File: src/rtl/npcm_pkg.sv
`timescale 1ns / 1ps

package npcm_pkg;

    // field widths
    localparam int ARGB_W  = 32;
    localparam int CHAN_W  = 8;
    localparam int SLOT_W  = 4;
    localparam int COUNT_W = 5;
    localparam int DIST_W  = 18;

    // default palette depth
    localparam int PALETTE_SIZE_DEF = 16;

    // beat packing
    localparam int S_TDATA_W = 72;
    localparam int M_TDATA_W = 40;

    // request kinds carried in s_tuser
    typedef enum logic {
        REQ_WRITE = 1'b0,
        REQ_MAP   = 1'b1
    } req_kind_t;

    // compare result of one palette entry against the pixel
    typedef struct packed {
        logic              hit;
        logic [DIST_W-1:0] sq_sum;
    } cmp_res_t;

    // squared difference of two 8-bit channels
    function automatic logic [2*CHAN_W-1:0] sq_diff(input logic [CHAN_W-1:0] a,
                                                    input logic [CHAN_W-1:0] b);
        logic [CHAN_W-1:0] d;
        d = (a > b) ? (a - b) : (b - a);
        return d * d;
    endfunction

endpackage

File: src/rtl/npcm_palette_ram.sv
`timescale 1ns / 1ps

module npcm_palette_ram #(
    parameter int DEPTH  = npcm_pkg::PALETTE_SIZE_DEF,
    parameter int ADDR_W = 4
) (
    input  logic                        aclk,
    input  logic                        we,
    input  logic [ADDR_W-1:0]           waddr,
    input  logic [npcm_pkg::ARGB_W-1:0] wdata,
    input  logic [ADDR_W-1:0]           raddr,
    output logic [npcm_pkg::ARGB_W-1:0] rdata
);

    logic [npcm_pkg::ARGB_W-1:0] mem [DEPTH];
    logic [npcm_pkg::ARGB_W-1:0] rdata_reg;

    // one write port, one registered read port
    always_ff @(posedge aclk) begin
        if (we) begin
            mem[waddr] <= wdata;
        end
        rdata_reg <= mem[raddr];
    end

    assign rdata = rdata_reg;

endmodule

File: src/rtl/npcm_dist_unit.sv
`timescale 1ns / 1ps

module npcm_dist_unit (
    input  logic [npcm_pkg::ARGB_W-1:0] entry,
    input  logic [npcm_pkg::ARGB_W-1:0] pixel,
    output npcm_pkg::cmp_res_t          res
);

    localparam int SQ_W = 2 * npcm_pkg::CHAN_W;

    logic [SQ_W-1:0] sq_a, sq_r, sq_g, sq_b;

    // per-channel squared differences
    assign sq_a = npcm_pkg::sq_diff(entry[31:24], pixel[31:24]);
    assign sq_r = npcm_pkg::sq_diff(entry[23:16], pixel[23:16]);
    assign sq_g = npcm_pkg::sq_diff(entry[15:8],  pixel[15:8]);
    assign sq_b = npcm_pkg::sq_diff(entry[7:0],   pixel[7:0]);

    // sum of squares, plus exact match or both fully transparent
    always_comb begin
        res.sq_sum = npcm_pkg::DIST_W'(sq_a) + npcm_pkg::DIST_W'(sq_r)
                   + npcm_pkg::DIST_W'(sq_g) + npcm_pkg::DIST_W'(sq_b);
        res.hit    = (entry == pixel) || ((entry[31:24] == '0) && (pixel[31:24] == '0));
    end

endmodule

File: src/rtl/nearest_palette_color_map_unit.sv
`timescale 1ns / 1ps

// Nearest palette color mapper.
// Input beats on s_* carry either a palette write (s_tuser = write) or a
// pixel to map (s_tuser = map). A write stores one ARGB entry and gives no
// output beat. A map beat gives one output beat on m_*: the index and color
// of the first exact or fully transparent match, else of the nearest entry
// by squared RGBA distance, lower index on ties.
// The cfg channel sets the number of entries in use; zero passes pixels
// through with m_tuser high. Write it only while the block is idle.
// A write beat leaves the block idle. A map beat is scanned over the n
// entries in use before the next beat is taken: the single palette memory
// read port delivers one entry per cycle to one distance unit through a
// registered read, then the result is handed to the output register and
// the block returns to idle. A match ends the scan early. A pass-through
// beat goes straight to the hand-off step.
// Reset clears the control state and the entry count; palette contents are
// undefined until written. When m_tready is low the finished result waits
// in the output register and the next input beat can still be taken;
// a second result then waits until the output register frees.
module nearest_palette_color_map_unit #(
    parameter int PALETTE_SIZE = npcm_pkg::PALETTE_SIZE_DEF
) (
    input  logic                           aclk,
    input  logic                           aresetn,
    // entry_index [3:0], entry_color [35:4], pixel_color [67:36]
    input  logic [npcm_pkg::S_TDATA_W-1:0] s_tdata,
    // req_type [0]
    input  logic                           s_tuser,
    input  logic                           s_tvalid,
    output logic                           s_tready,
    // palette_index [3:0], mapped_color [35:4]
    output logic [npcm_pkg::M_TDATA_W-1:0] m_tdata,
    // passed_through [0]
    output logic                           m_tuser,
    output logic                           m_tvalid,
    input  logic                           m_tready,
    input  logic [npcm_pkg::COUNT_W-1:0]   cfg_data,
    input  logic                           cfg_valid,
    output logic                           cfg_ready
);

    localparam int IDX_W = (PALETTE_SIZE > 1) ? $clog2(PALETTE_SIZE) : 1;
    localparam int CNT_W = $clog2(PALETTE_SIZE + 1);
    localparam int ARGB_W = npcm_pkg::ARGB_W;
    localparam int DIST_W = npcm_pkg::DIST_W;

    typedef enum logic [1:0] {
        S_IDLE,
        S_SCAN,
        S_FIN
    } state_t;

    state_t state_reg, state_next;

    logic [npcm_pkg::COUNT_W-1:0] count_reg;
    logic [CNT_W-1:0]  n_reg, n_next;
    logic [CNT_W-1:0]  issue_cnt_reg, issue_cnt_next;
    logic              rd_valid_reg, rd_valid_next;
    logic [IDX_W-1:0]  rd_idx_reg, rd_idx_next;
    logic [ARGB_W-1:0] pix_reg, pix_next;
    logic [IDX_W-1:0]  best_idx_reg, best_idx_next;
    logic [DIST_W-1:0] best_dist_reg, best_dist_next;
    logic [ARGB_W-1:0] best_color_reg, best_color_next;
    logic              pt_reg, pt_next;

    logic                     m_tvalid_reg, m_tvalid_next;
    logic [npcm_pkg::SLOT_W-1:0] m_idx_reg, m_idx_next;
    logic [ARGB_W-1:0]        m_color_reg, m_color_next;
    logic                     m_pt_reg, m_pt_next;

    logic [npcm_pkg::SLOT_W-1:0] in_slot;
    logic [ARGB_W-1:0]        in_ecol;
    logic [ARGB_W-1:0]        in_pix;
    logic                     in_beat;
    logic                     wr_en;
    logic [IDX_W-1:0]         wr_addr;
    logic [ARGB_W-1:0]        rd_data;
    logic                     issuing;
    logic                     last_entry;
    logic [CNT_W-1:0]         count_clamped;
    npcm_pkg::cmp_res_t       cmp;

    // unpack the input beat
    assign in_slot = s_tdata[3:0];
    assign in_ecol = s_tdata[35:4];
    assign in_pix  = s_tdata[67:36];

    assign s_tready  = (state_reg == S_IDLE);
    assign in_beat   = s_tvalid && s_tready;
    assign cfg_ready = 1'b1;

    // palette writes, slots beyond the table are dropped
    assign wr_en   = in_beat && (s_tuser == npcm_pkg::REQ_WRITE)
                   && (32'(in_slot) < 32'(PALETTE_SIZE));
    assign wr_addr = IDX_W'(in_slot);

    // entries in use, held to the table depth
    assign count_clamped = (32'(count_reg) > 32'(PALETTE_SIZE)) ? CNT_W'(PALETTE_SIZE)
                                                                : CNT_W'(count_reg);

    npcm_palette_ram #(
        .DEPTH  (PALETTE_SIZE),
        .ADDR_W (IDX_W)
    ) u_ram (
        .aclk  (aclk),
        .we    (wr_en),
        .waddr (wr_addr),
        .wdata (in_ecol),
        .raddr (issue_cnt_reg[IDX_W-1:0]),
        .rdata (rd_data)
    );

    npcm_dist_unit u_dist (
        .entry (rd_data),
        .pixel (pix_reg),
        .res   (cmp)
    );

    assign issuing    = (state_reg == S_SCAN) && (issue_cnt_reg < n_reg);
    assign last_entry = (CNT_W'(rd_idx_reg) + CNT_W'(1)) == n_reg;

    // scan control and result hand-off
    always_comb begin
        state_next      = state_reg;
        n_next          = n_reg;
        issue_cnt_next  = issue_cnt_reg;
        rd_valid_next   = issuing;
        rd_idx_next     = issue_cnt_reg[IDX_W-1:0];
        pix_next        = pix_reg;
        best_idx_next   = best_idx_reg;
        best_dist_next  = best_dist_reg;
        best_color_next = best_color_reg;
        pt_next         = pt_reg;
        m_tvalid_next   = m_tvalid_reg;
        m_idx_next      = m_idx_reg;
        m_color_next    = m_color_reg;
        m_pt_next       = m_pt_reg;

        if (m_tvalid_reg && m_tready) begin
            m_tvalid_next = 1'b0;
        end

        if (issuing) begin
            issue_cnt_next = issue_cnt_reg + CNT_W'(1);
        end

        unique case (state_reg)
            S_IDLE: begin
                if (in_beat && (s_tuser == npcm_pkg::REQ_MAP)) begin
                    pix_next       = in_pix;
                    n_next         = count_clamped;
                    issue_cnt_next = '0;
                    best_idx_next  = '0;
                    best_dist_next = '1;
                    if (count_clamped == '0) begin
                        best_color_next = in_pix;
                        pt_next         = 1'b1;
                        state_next      = S_FIN;
                    end else begin
                        pt_next    = 1'b0;
                        state_next = S_SCAN;
                    end
                end
            end
            S_SCAN: begin
                if (rd_valid_reg) begin
                    if (cmp.hit) begin
                        best_idx_next   = rd_idx_reg;
                        best_color_next = rd_data;
                        state_next      = S_FIN;
                    end else begin
                        if (cmp.sq_sum < best_dist_reg) begin
                            best_idx_next   = rd_idx_reg;
                            best_dist_next  = cmp.sq_sum;
                            best_color_next = rd_data;
                        end
                        if (last_entry) begin
                            state_next = S_FIN;
                        end
                    end
                end
            end
            S_FIN: begin
                if (!m_tvalid_reg || m_tready) begin
                    m_tvalid_next = 1'b1;
                    m_idx_next    = npcm_pkg::SLOT_W'(best_idx_reg);
                    m_color_next  = best_color_reg;
                    m_pt_next     = pt_reg;
                    state_next    = S_IDLE;
                end
            end
            default: begin
                state_next = S_IDLE;
            end
        endcase
    end

    // state, scan registers and output register
    always_ff @(posedge aclk) begin
        if (!aresetn) begin
            state_reg    <= S_IDLE;
            count_reg    <= '0;
            rd_valid_reg <= 1'b0;
            m_tvalid_reg <= 1'b0;
        end else begin
            state_reg    <= state_next;
            rd_valid_reg <= rd_valid_next;
            m_tvalid_reg <= m_tvalid_next;
            if (cfg_valid && cfg_ready) begin
                count_reg <= cfg_data;
            end
        end
        n_reg          <= n_next;
        issue_cnt_reg  <= issue_cnt_next;
        rd_idx_reg     <= rd_idx_next;
        pix_reg        <= pix_next;
        best_idx_reg   <= best_idx_next;
        best_dist_reg  <= best_dist_next;
        best_color_reg <= best_color_next;
        pt_reg         <= pt_next;
        m_idx_reg      <= m_idx_next;
        m_color_reg    <= m_color_next;
        m_pt_reg       <= m_pt_next;
    end

    // pack the output beat
    assign m_tvalid = m_tvalid_reg;
    assign m_tdata  = {4'b0000, m_color_reg, m_idx_reg};
    assign m_tuser  = m_pt_reg;

endmodule
File: config.mk
export PLATFORM = sky130hd
export DESIGN_NAME = nearest_palette_color_map_unit
export DESIGN_NICKNAME = d
export VERILOG_FILES = /design/src/rtl/npcm_pkg.sv /design/src/rtl/npcm_palette_ram.sv /design/src/rtl/npcm_dist_unit.sv /design/src/rtl/nearest_palette_color_map_unit.sv
export SDC_FILE = /design/constraint.sdc
export NUM_CORES = 1
export LEC_CHECK = 0
export BUFFER_PORTS_ARGS = -buffer_cell sky130_fd_sc_hd__buf_2
export CELL_PAD_IN_SITES_DETAIL_PLACEMENT = 0
export CELL_PAD_IN_SITES_GLOBAL_PLACEMENT = 2
export CORE_MARGIN = 5
export CORE_UTILIZATION = 47
export DETAILED_ROUTE_END_ITERATION = 7
export MAX_ROUTING_LAYER = met4
export PLACE_DENSITY_LB_ADDON = 0.1
export SYNTH_ARGS = -nofsm -noshare
export SYNTH_HDL_FRONTEND = slang
export SYNTH_SLANG_ARGS = --single-unit
File: constraint.sdc
create_clock -name aclk -period 18.05 [get_ports aclk]
set_input_delay 0.9025 -clock aclk [delete_from_list [all_inputs] [get_ports aclk]]
set_output_delay 0.9025 -clock aclk [all_outputs]
set_load 0.01 [all_outputs]
Word level (Yosys, flattened, before mapping)
Memory sizes are Yosys's and may differ from the RTL's. A register that Yosys moved wholly into a read port is not among the register bits.
Index checks and enable logic that the tools add are counted.
Storage, ports and cells
  flip-flop bits (word level): 147
  latch bits: 0
  bits in writable memories: 512
  memory bits (read-only): 0
  input port bits: 83
  output and inout port bits: 44
  memories: 1
Memories
  u_ram.mem: words 16, width 32, rd ports 1, clocked after memory_dff 1, write ports 1, RTL line npcm_palette_ram.sv:15  | logic [npcm_pkg::ARGB_W-1:0] mem [DEPTH];
Cells by class
  $add $sub $neg: 13
  multiply operators: 4
  div/mod/pow operators: 0
  order comparisons: 7
  eq/ne operators: 12
  shift-type cells: 0
  mux-type cells: 37
  bitwise operators: 1
  reduce and logical (&&, ||, !) cells: 20
Operators with widths (number)
  32-bit two-way mux: 5
  18-bit two-way mux: 4
  8-bit by 8-bit multiplier with 16-bit output: 4
  32-bit case mux with 2 select lines: 1
  8-bit subtractor: 8
  18-bit by 16-bit adder with 18-bit output: 2
  18-bit case mux with 2 select lines: 1
  32-bit equality test: 1
  8-bit greater-than comparator: 4
  8-bit two-way mux: 4
  5-bit two-way mux: 4
  18-bit < comparator: 1
  16-bit by 16-bit adder with 17-bit output: 1
  8-bit logical NOT: 2
  4-bit two-way mux: 4
  2-bit two-way mux: 6
  5-bit AND reduction: 2
  4-bit case mux with 2 select lines: 1
  4-bit AND reduction: 2
  1-bit logical AND: 6
  1-bit two-way mux: 6
  2-bit by 1-bit != test with 1-bit output (second input constant): 3
  2-bit != test (second input constant): 3
  2-bit case mux with 3 select lines: 1
  other kinds (16): 18

Logic depth before layout (Yosys ltp)
  word-level depth: 11
  mapped depth: 49
  gate-level depth less buffers: 49

Cells and area by module
From an unflattened synthesis, not the netlist that was laid out.
Unflattened totals
  cell total of the unflattened synthesis: 2393
  area, all modules: 35484.0 um^2
By module, submodules not included
  npcm_palette_ram: instances 1, cells an instance 838, area each 19835.3 um^2, seq. area each 16015.4 um^2
  npcm_dist_unit: instances 1, cells an instance 1121, area each 9775.6 um^2, seq. area each 0.0 um^2
  nearest_palette_color_map_unit: instances 1, cells an instance 434, area each 5873.1 um^2, seq. area each 4234.1 um^2

Least setup slack after synthesis
OpenSTA, ideal clock, no wires.
  kind: reg2reg
  from: register pix_reg[24]
  to: register best_dist_reg[0], enable pin
  data arrival time: 12.163 ns
  required time: 17.651 ns
  slack: 5.488 ns
  stages on the path, launching flop included: 44
  clock period less this slack: 12.562 ns
  cell sequence: edfxtp_1 -> ha_1 -> inv_1 -> fa_1 -> a21o_1 -> a21oi_1 -> nor2_1 -> o31a_4 -> mux2i_2 -> o22ai_2 -> xor2_1 -> nand2_1 -> fa_1 -> fa_1 -> fa_1 -> inv_1 -> fa_1 -> fa_1 -> [8 not listed] -> fa_1 -> fa_1 -> inv_1 -> ha_1 -> or3_1 -> o21ai_0 -> o21bai_1 -> nor2b_1 -> o41ai_1 -> o21ai_0 -> xor2_1 -> ha_1 -> a211o_1 -> o221ai_1 -> nor2_1 -> o2bb2ai_1 -> or4b_1 -> a21oi_1
RTL lines
  start, declared: RTL line nearest_palette_color_map_unit.sv:61  | logic [ARGB_W-1:0] pix_reg, pix_next;
  start signal, assigned: RTL line nearest_palette_color_map_unit.sv:217  | pix_reg <= pix_next;
  end signal, assigned: RTL line nearest_palette_color_map_unit.sv:219  | best_dist_reg <= best_dist_next;
  end, declared: RTL line nearest_palette_color_map_unit.sv:63  | logic [DIST_W-1:0] best_dist_reg, best_dist_next;

==> qor.csv <==
stage;metric;value;unit
status;status;complete, no violations;
drt;TritonRoute pass-1 iters;5;
worst_hold_path;Hold Path End;m_color_reg[30];
cells_and_area;register area;0.0203;sq mm
cells_and_area;area of the multi-input gates;0.0140;sq mm
sta;clk_skew;31.9;ps
clocking;CTS Sinks;691;
sta;RSZ-0062 raised after global routing;no;
grt;first-pass GRT wire length;123;mm
grt;vias in the first global route;20249;
worst_setup_path;crit path max-delay cell type;a21oi_2;
cells_and_area;most common cell after layout, fill and taps aside;edfxtp_1;
grt;grt ovf;0;
grt;global routing's busiest layer;met2;
placement;routability cong.;0.842;
cells_and_area;Final #Nets;2958;
cells_and_area;share of post-route cells with drive strength above 1;19.0;%
sta;worst slew pin tran;1130;ps
drt;average wire per standard cell;22.8;um
floorplanning;placeable core area;0.0757;sq mm
worst_setup_path;nature of the critical path endpoint;flop;
synthesis;Yosys cell types;82;
cells_and_area;Final Cell Area;0.0402;sq mm
synthesis;synth warn;0;
worst_setup_path;family with the most delay on the worst path;adder cells;
synthesis;Yosys top cell by area;edfxtp_1;
synthesis;Post-synth EDFFs;641;
worst_setup_path;Max FO, Critical Path;18;
cells_and_area;most frequent cells in the layout;edfxtp_1 (641), inv_1 (352), ha_1 (198), fa_1 (176), mux4_2 (160);
floorplanning;die width;286;um
flow_run;max_cap viols;0;
sta;Max Fclk;72.5;MHz
synthesis;Area contributors post-synth;edfxtp_1 (54%), mux4_2 (10%), fa_1 (9.8%);
worst_setup_path;Worst setup SP type;flop;
clocking;worst-case clock buffer depth;3;
worst_hold_path;Min-Delay Path Class;flop to flop;
synthesis;Yosys top cell area share;53.8;%
synthesis;Post-Syn Area;0.0358;sq mm
worst_setup_path;RR Endpoint;best_dist_reg[2];
cells_and_area;Largest Register;u_ram.mem;
clocking;root buffer cell;clkbuf_16;
grt;Total GRT Usage;20.6;%
placement;input/output buffers;117;
worst_setup_path;reg2reg start;u_ram.rdata[24];
sta;Rel. slew slack;22.8;%
cells_and_area;Layout fillers;6189;
clocking;CTS Hold Bufs;0;
synthesis;sequential fraction of the synthesis area;56.6;%
worst_setup_path;Req. time, crit path;18290;ps
grt;met1 usage;26.5;%
synthesis;syn_area_per_cell;15.3;sq um
grt;met2 Resource Use GR;35.2;%
drt;1st-iter DRT viols;1190;
worst_setup_path;most numerous cell on the critical path;fa_1;
placement;DP HPWL;52.2;mm
worst_setup_path;r2r worst-path depth;44;
clocking;H-tree depth;3;
clocking;CTS tree;built;
drt;routed vias/inst;5.40;
worst_setup_path;Data arrival, critical path;14040;ps
clocking;worst skew pair latency;620;ps
sta;fin. max-slew vios;0;
sta;post-layout min period;13800;ps
worst_setup_path;Max stage delay on crit path;810;ps
grt;antenna violations before repair;10;
clocking;PostCTS Resize Cnt;0;
drt;Post-DRT Antenna Nets;0;
floorplanning;row count;101;
cells_and_area;final core occ;53.1;%
grt;largest net degree at the start of global routing;60;
sta;PnR worst setup slack;4250;ps
grt;met3 Usage GRT;3.15;%
synthesis;Gate Count Post-Synth;2341;
worst_setup_path;WP buf/inv;6;
clocking;Worst-path clk slew;70;ps
worst_hold_path;Hold Startpoint;best_color_reg[30];
worst_setup_path;register-to-register setup slack;4250;ps
sta;Final Cycle Share;76.5;%
floorplanning;Initial Util;47.3;%
synthesis;ys async rst share;0;%
drt;routed vias;19143;
clocking;number of buffers added for setup after CTS;0;
sta;endpoints failing setup;0;
floorplanning;height of the die;286;um
placement;pre-CTS WS;4150;ps
synthesis;main flop type after synthesis;edfxtp_1;
synthesis;flops & latches, synth;691;
floorplanning;Die Outline Area;0.0817;sq mm
worst_hold_path;Hold Crit Depth;0;
clocking;Num CTS Buffers;75;
sta;Setup TNS;0;ps
cells_and_area;Area growth syn-to-layout;12.3;%
worst_setup_path;Worst Path Class, Setup;flop to flop;
cells_and_area;max reg flops;512;
drt;drt total wl;80.6;mm
drt;DRC viols;0;
placement;dpl cell area;0.0377;sq mm
floorplanning;I/O Pins;127;
sta;Final Hold Vio Count;0;
[worst max path at each step]
stage / startpoint / end / slack, ps / cells past startpoint
2_1_floorplan: pix_reg[24] / best_dist_reg[0] / 5490 / 43
3_3_place_gp: pix_reg[25] / best_dist_reg[0] / 4290 / 40
3_5_place_dp: pix_reg[25] / best_dist_reg[2] / 4150 / 42
4_1_cts: pix_reg[25] / best_dist_reg[0] / 4140 / 42
5_1_grt: u_ram.rdata[24] / best_dist_reg[0] / 3240 / 44
6_report: u_ram.rdata[24] / best_dist_reg[2] / 4250 / 44
[kinds of logic (layout without fill, tap and decap cells)]
kind of cell	Yosys count	in the layout	share of synthesized area [%]
AO/OA/AOI/OAI	227	227	4.22
AND/OR/NAND/NOR	364	364	4.92
flip-flops	691	691	56.6
other	2	12	0.0210
multiplexers	190	190	10.9
buffers and inverters	421	636	4.52
XOR/XNOR	72	72	1.99
adder cells (fa/ha/maj)	374	374	16.8
[synthesized netlist by cell type (22+ instances only)]
cell        n
o21ai_0    55
fa_1      176
inv_1     353
a21o_1     31
edfxtp_1  641
a21oi_1    58
xnor2_1    39
dfxtp_1    50
ha_1      198
nor2b_1    22
nand2_1    83
mux4_2    160
xor2_1     25
nand2b_1   35
nor2_1    130
clkbuf_1   40
mux2i_1    23
[layer usage]
layer	share of wire, %	wire [um]	vias to the layer above
met1	42	33800	9935
met5	0	0	-
li1	-	-	8749
met3	4.3	3450	86
met2	52	42100	373
met4	1.6	1300	0
[through the flow]
stage               hold slack, ps  instances
floorplan                      353       2344
global placement               402       3402
detailed placement             404       3402
CTS                            385       3537
global route                   418       3544
finish                         401       3544
[layout make-up]
| cell class | count | share of cell area (%) |
|---|---|---|
| diodes | 7 | 0.0436 |
| clock buffers | 94 | 4.98 |
| clock inverters | 41 | 1.20 |
| inverters | 354 | 3.31 |
| multi-input cells | 1232 | 35.0 |
| flip-flops and latches | 691 | 50.4 |
| well taps | 978 | 3.05 |
| repair buffers | 147 | 2.02 |
[worst reg2reg max path: cells and delay by family, from the launching register on]
kind	cells	cell delay, ps
fa+ha+maj	15	6410
compound gates	13	3920
simple gates	6	1320
xor+xnor	3	910
flops	1	330
buf+inv	6	330
mux	1	190
Power is not shown: default switching activity piles up to over one toggle a cycle in this logic, so the estimate is an artifact.
